$ cat src/rtl/mpbm_pkg.sv
// ----------------------------------------------------------------------------
// mpbm_pkg
// Shared types and constants of the multi-pattern byte matcher.
// ----------------------------------------------------------------------------
`default_nettype none

package mpbm_pkg;

    // Automaton and table sizes
    localparam int NODE_W       = 10;
    localparam int ENTRY_W      = 10;
    localparam int BYTE_W       = 8;
    localparam int OFFSET_BITS  = 48;
    localparam int COUNT_W      = 5;
    localparam int NODE_COUNT   = 1 << NODE_W;
    localparam int MATCH_ENTRIES = 1 << ENTRY_W;
    localparam int TRANS_DEPTH  = NODE_COUNT * 256;
    localparam logic [COUNT_W-1:0] MAX_MATCHES_PER_NODE = 5'd16;

    // Stored record widths
    localparam int LIST_W  = COUNT_W + ENTRY_W;          // {count, start}
    localparam int MATCH_W = 8 + 16 + 2 + 8;             // {length, kind, id, format}
    localparam int RES_W   = OFFSET_BITS + MATCH_W;      // one result without last flag

    // Stream widths
    localparam int IN_TDATA_W  = 136;
    localparam int OUT_TDATA_W = 88;
    localparam int OP_W        = 3;

    // Opcodes
    localparam logic [OP_W-1:0] OP_SCAN      = 3'd0;
    localparam logic [OP_W-1:0] OP_WR_TRANS  = 3'd1;
    localparam logic [OP_W-1:0] OP_WR_LIST   = 3'd2;
    localparam logic [OP_W-1:0] OP_WR_ENTRY  = 3'd3;
    localparam logic [OP_W-1:0] OP_RESTART   = 3'd4;

    // Controller to datapath commands
    typedef struct packed {
        logic scan_start;
        logic wr_trans;
        logic wr_list;
        logic wr_entry;
        logic restart;
        logic take_trans;
        logic take_list;
        logic entry_step;
        logic flush;
    } cmd_t;

    // Datapath to controller status
    typedef struct packed {
        logic list_empty;
        logic last_entry;
        logic hit;
        logic pend_valid;
        logic out_free;
    } stat_t;

endpackage

`default_nettype wire

$ cat src/rtl/mpbm_ctrl.sv
// ----------------------------------------------------------------------------
// mpbm_ctrl
// Sequencer: decodes input transactions and walks a node's match list.
// ----------------------------------------------------------------------------
`default_nettype none

module mpbm_ctrl (
    input  wire logic                  clk,
    input  wire logic                  rst_n,
    input  wire logic                  in_valid,
    input  wire logic [2:0]            in_op,
    output logic                       in_ready,
    input  wire mpbm_pkg::stat_t       stat,
    output mpbm_pkg::cmd_t             cmd
);

    import mpbm_pkg::*;

    typedef enum logic [2:0] {
        ST_IDLE,
        ST_WAIT_T,
        ST_WAIT_L,
        ST_ENTRY,
        ST_FLUSH
    } state_t;

    state_t state_reg, state_next;
    logic   accept;
    logic   stall;

    assign in_ready = (state_reg == ST_IDLE);
    assign accept   = in_valid && in_ready;
    // a found match must push the older pending one, which needs a free output slot
    assign stall    = stat.hit && stat.pend_valid && !stat.out_free;

    // Next state and commands
    always_comb
    begin
        state_next = state_reg;
        cmd        = '0;
        unique case (state_reg)
            ST_IDLE:
            begin
                if (accept)
                begin
                    unique case (in_op)
                        OP_SCAN:
                        begin
                            cmd.scan_start = 1'b1;
                            state_next     = ST_WAIT_T;
                        end
                        OP_WR_TRANS: cmd.wr_trans = 1'b1;
                        OP_WR_LIST:  cmd.wr_list  = 1'b1;
                        OP_WR_ENTRY: cmd.wr_entry = 1'b1;
                        OP_RESTART:  cmd.restart  = 1'b1;
                        default:     ;
                    endcase
                end
            end
            ST_WAIT_T:
            begin
                cmd.take_trans = 1'b1;
                state_next     = ST_WAIT_L;
            end
            ST_WAIT_L:
            begin
                cmd.take_list = 1'b1;
                state_next    = stat.list_empty ? ST_IDLE : ST_ENTRY;
            end
            ST_ENTRY:
            begin
                if (!stall)
                begin
                    cmd.entry_step = 1'b1;
                    if (stat.last_entry)
                    begin
                        state_next = ST_FLUSH;
                    end
                end
            end
            ST_FLUSH:
            begin
                if (!stat.pend_valid || stat.out_free)
                begin
                    cmd.flush  = 1'b1;
                    state_next = ST_IDLE;
                end
            end
            default: state_next = ST_IDLE;
        endcase
    end

    // State register
    always_ff @(posedge clk or negedge rst_n)
    begin
        if (!rst_n)
        begin
            state_reg <= ST_IDLE;
        end
        else
        begin
            state_reg <= state_next;
        end
    end

endmodule

`default_nettype wire

$ cat config.mk
export PLATFORM = sky130hd
export DESIGN_NAME = mpbm_ctrl
export DESIGN_NICKNAME = d
export VERILOG_FILES = /design/src/rtl/mpbm_pkg.sv /design/src/rtl/mpbm_ctrl.sv
export SDC_FILE = /design/constraint.sdc
export NUM_CORES = 1
export LEC_CHECK = 0
export BUFFER_PORTS_ARGS = -buffer_cell sky130_fd_sc_hd__buf_4
export CORE_AREA = 5 5 42 44
export CTS_CLUSTER_SIZE = 8
export DETAILED_ROUTE_END_ITERATION = 16
export DIE_AREA = 0 0 47 49
export GPL_ROUTABILITY_DRIVEN = 0
export GPL_TIMING_DRIVEN = 0
export MAX_ROUTING_LAYER = met4
export REMOVE_ABC_BUFFERS = 1
export SLEW_MARGIN = 20
export SYNTH_ARGS = -nofsm -noshare
export SYNTH_HDL_FRONTEND = slang
export SYNTH_SLANG_ARGS = --single-unit
$ cat constraint.sdc
create_clock -name clk -period 2.05 [get_ports clk]
set_clock_uncertainty 0.15 [all_clocks]
set_input_delay 0.1025 -clock clk [delete_from_list [all_inputs] [get_ports clk]]
set_output_delay 0.1025 -clock clk [all_outputs]
set_load 0.1 [all_outputs]
# Word level (Yosys, flattened, before mapping)
# Cells that the tools add are included.
# Widths: inputs -> output; s select.
# totals
reg_bits	3
input_bits	11
out_inout_bits	10
wordCells	43
# classes
eq_ne	13
muxes	20
reduce_logical	9
# op_table
operator	count
$mux 3	5
$pmux 3 s5	1
$eq 3x2->1 const B	4
$mux 1	11
$mux 5	2
$eq 3x1->1 const B	2
$eq 3x3->1 const B	2
$logic_not 3->1	2
$ne 2x2->1 const B	3
$reduce_and 5->1	1
$ne 2x1->1 const B	2
$logic_and 1x1->1	3
$logic_not 1->1	2
$mux 2	1
$logic_or 1x1->1	1

# Longest topological paths before layout
# logic_depth
word_depth	4
depth_mapped	3
depth_no_buf	3

# Least setup slack after synthesis
# Ideal clock, no wire load.
# synth_timing
kind	reg-to-output
from	register state_reg[2]
to	output port cmd[6] in the netlist's numbering
arrival_ps	4626
required_time_ps	1798
slack_ps	-2829
path_stages_with_launch	4
path_buffers	0
path_cell_list	dfrtp_1 > nor3_4 > nand2_2 > nor4b_1
# synth_rtl
element	line_no	source
from (decl)	mpbm_ctrl.sv:27	state_t state_reg, state_next;
from (signal assigned)	mpbm_ctrl.sv:102	state_reg <= state_next;
to (decl)	mpbm_ctrl.sv:14	output mpbm_pkg::cmd_t cmd

==> summary.txt <==
Layout
  – Total Nets Final: 66
  – Finished Layout Cells: 70
  – Area of the multi-input gates: 171 sq um
  – Layout cells sized above 1: 0.519
  – Cell area after layout: 477 sq um
  – Max reg flops: 3
  – Synthesis-to-layout area growth: 90.5%
  – Seq. cell area: 75.1 sq um
  – Fillers: 169
  – Ant diodes: 0

STA
  – RSZ-0062 raised after global routing: false
  – Fin crit share: 0.913
  – Final Critical Period: 1.87 ns
  – Worst Tran Pin Value: 0.280 ns
  – Fmax: 0.534 GHz
  – Setup violators final: 0
  – Final Hold Viols: 0
  – Max-slew violations: 0
  – Slew headroom: 0.815
  – Final setup TNS: 0 ns

Clock tree
  – Clock buffer depth: 2
  – CTS tree: built
  – # H-tree levels: 1
  – Postcts setup bufs: 0
  – Post-cts sizing count: 0
  – Clock buffer count from CTS: 3
  – Skew-Pair Late Insertion Delay: 0.23 ns
  – CTS root buffer: clkbuf_4
  – Hold Buf Count CTS: 3
  – CTS clock-pin slew for the worst setup and hold paths: 0.04 ns
  – Clk sinks: 3

Yosys
  – Primary FF master, synth: dfrtp_1
  – Mean Syn Cell Area: 9.27 sq um
  – Synth async-reset ratio: 1.00
  – Yosys reg bits: 3
  – Synth cell types: 22
  – Post-synthesis sequential area ratio: 0.300
  – Post-synth EDFFs: 0
  – Post-Syn Area: 250 sq um
  – Yosys warns: 0
  – Synthesized instance count: 27

Detailed routing
  – Avg Vias per Cell: 4.37
  – Vias post-DR: 306
  – # DRC: 0
  – TritonRoute pass-1 iters: 1
  – Drt wl/cell: 10.4 microns
  – Routed WL: 730 microns
  – Post-route ant nets: 0
  – Detailed router's first-iteration violation count: 0

Pwr
  – Peak supply drop: 0.000538 V
  – Total power: 0.000620 W
  – Lkg Pwr: 0.223 nW
  – Pwr dens: 1300 nW/um^2

Setup path
  – Crit path max fanout: 6
  – CP Capture Type: output pin
  – Crit Path Class: reg -> out
  – Crit path required time: 1.80 ns
  – Arrival @ worst endpoint: 1.62 ns
  – Startpoint types: flop
  – CP peak stage delay: 0.44 ns
  – Slowest-stage cell, CP: dfrtp_1
  – CP cell instances: nor3_4 -> nand2_2 -> nor4b_1 -> buf_4

Min path
  – Hold Path Class: in -> reg

Job
  – Max Cap Viol: 0

Run status
  – Status: finished clean

Die
  – Core area: 1400 sq um
  – DIE AREA: 2300 sq um
  – Row count: 14
  – Die Wd: 47 microns
  – Die Ht: 49 microns
  – Boundary pin count: 21
  – Initial Util: 0.179

Global route
  – Pin count of the biggest net entering global routing: 9
  – First-pass GRT wire length: 1230 microns
  – Total GRT Usage: 0.0788
  – Grt ovf: 0
  – Number of global-route vias before repair: 321
  – Initial antenna violation count: 0

Placement
  – Placed Cells: 63
  – Detailed placement HPWL: 586 microns
  – Post-place instance area: 420 sq um
  – Port Buffer Count: 20
-- layout make-up --
type,instances,area share
inverters,1,0.00787
well taps,16,0.0420
flip-flops and latches,3,0.157
repair buffers,23,0.378
clock buffers,4,0.0551
multi-input cells,23,0.360
-- kinds of logic after synthesis --
group | after synthesis | share of synthesized area
DFF | 3 | 0.300
and+or+nand+nor | 19 | 0.570
AOI/OAI and AO/OA | 4 | 0.115
buffers and inverters | 1 | 0.0150
-- final timing paths --
kind	start	slack, ns	depth (start not counted)	endpoint
setup reg to reg	state_reg[2]	0.22	4	state_reg[0]
max in group asynchronous	rst_n	1.61	2	state_reg[1]
setup / recovery	state_reg[2]	0.18	4	cmd[7]
min in group asynchronous	rst_n	0.05	2	state_reg[0]
hold reg to reg	state_reg[1]	0.56	2	state_reg[1]
hold / removal	stat[1]	0.03	3	state_reg[2]
-- synth_stat cells (2+ instances only) --
| library cell | number | area, sq um |
|---|---|---|
| nand2_1 | 2 | 7.51 |
| nor4b_1 | 2 | 17.5 |
| dfrtp_1 | 3 | 75.1 |
| nor2_1 | 2 | 7.51 |
-- through the flow --
step	utilization	hold WS, ns	setup slack (ns)
floorplan	-	-0.343	-2.83
global placement	0.300	-0.258	0.403
detailed placement	0.300	-0.256	0.417
CTS	0.340	0.0259	0.141
global route	0.340	0.0356	0.0216
finish	0.340	0.0346	0.179
-- critical path: cells and delay by family, from the launching register on --
family / cells / cell delay [ns]
and+or+nand+nor: 3 / 0.60
DFF: 1 / 0.44
buffers and inverters: 1 / 0.34
-- layer usage --
metal	up-vias	GRT usage	wire, microns
met5	-	-	0
li1	160	-	-
met1	135	0.0903	288
met3	0	0.0332	69
met4	0	0.0553	0
met2	11	0.106	372
-- cells in the final DEF (no fill, tap or decap) --
cell type / Yosys / routed
a21oi_1: 1 / 1
a311o_1: 1 / 1
and4b_2: 1 / 1
buf_4: 0 / 20
clkbuf_1: 0 / 1
clkbuf_4: 0 / 3
dfrtp_1: 3 / 3
dlygate4sd3_1: 0 / 3
inv_1: 1 / 1
nand2_1: 2 / 2
nand2_2: 1 / 1
nand2b_1: 1 / 1
nand2b_2: 1 / 1
nand3_1: 1 / 1
nand3b_1: 1 / 1
nand4b_1: 1 / 1
nor2_1: 2 / 2
nor2b_1: 1 / 1
nor3_1: 1 / 1
nor3_4: 1 / 1
nor3b_1: 1 / 1
nor4_1: 1 / 1
nor4b_1: 2 / 2
nor4b_2: 1 / 1
o21ai_0: 1 / 1
o41ai_1: 1 / 1
-- report_power, final --
| group | switching, W | total [W] | internal [W] |
|---|---|---|---|
| clock network | 0.0000305 | 0.000103 | 0.0000729 |
| logic | 0.000309 | 0.000414 | 0.000104 |
| registers | 0.0000289 | 0.000103 | 0.0000739 |
Note: power is estimated with default switching activity, not from simulation.
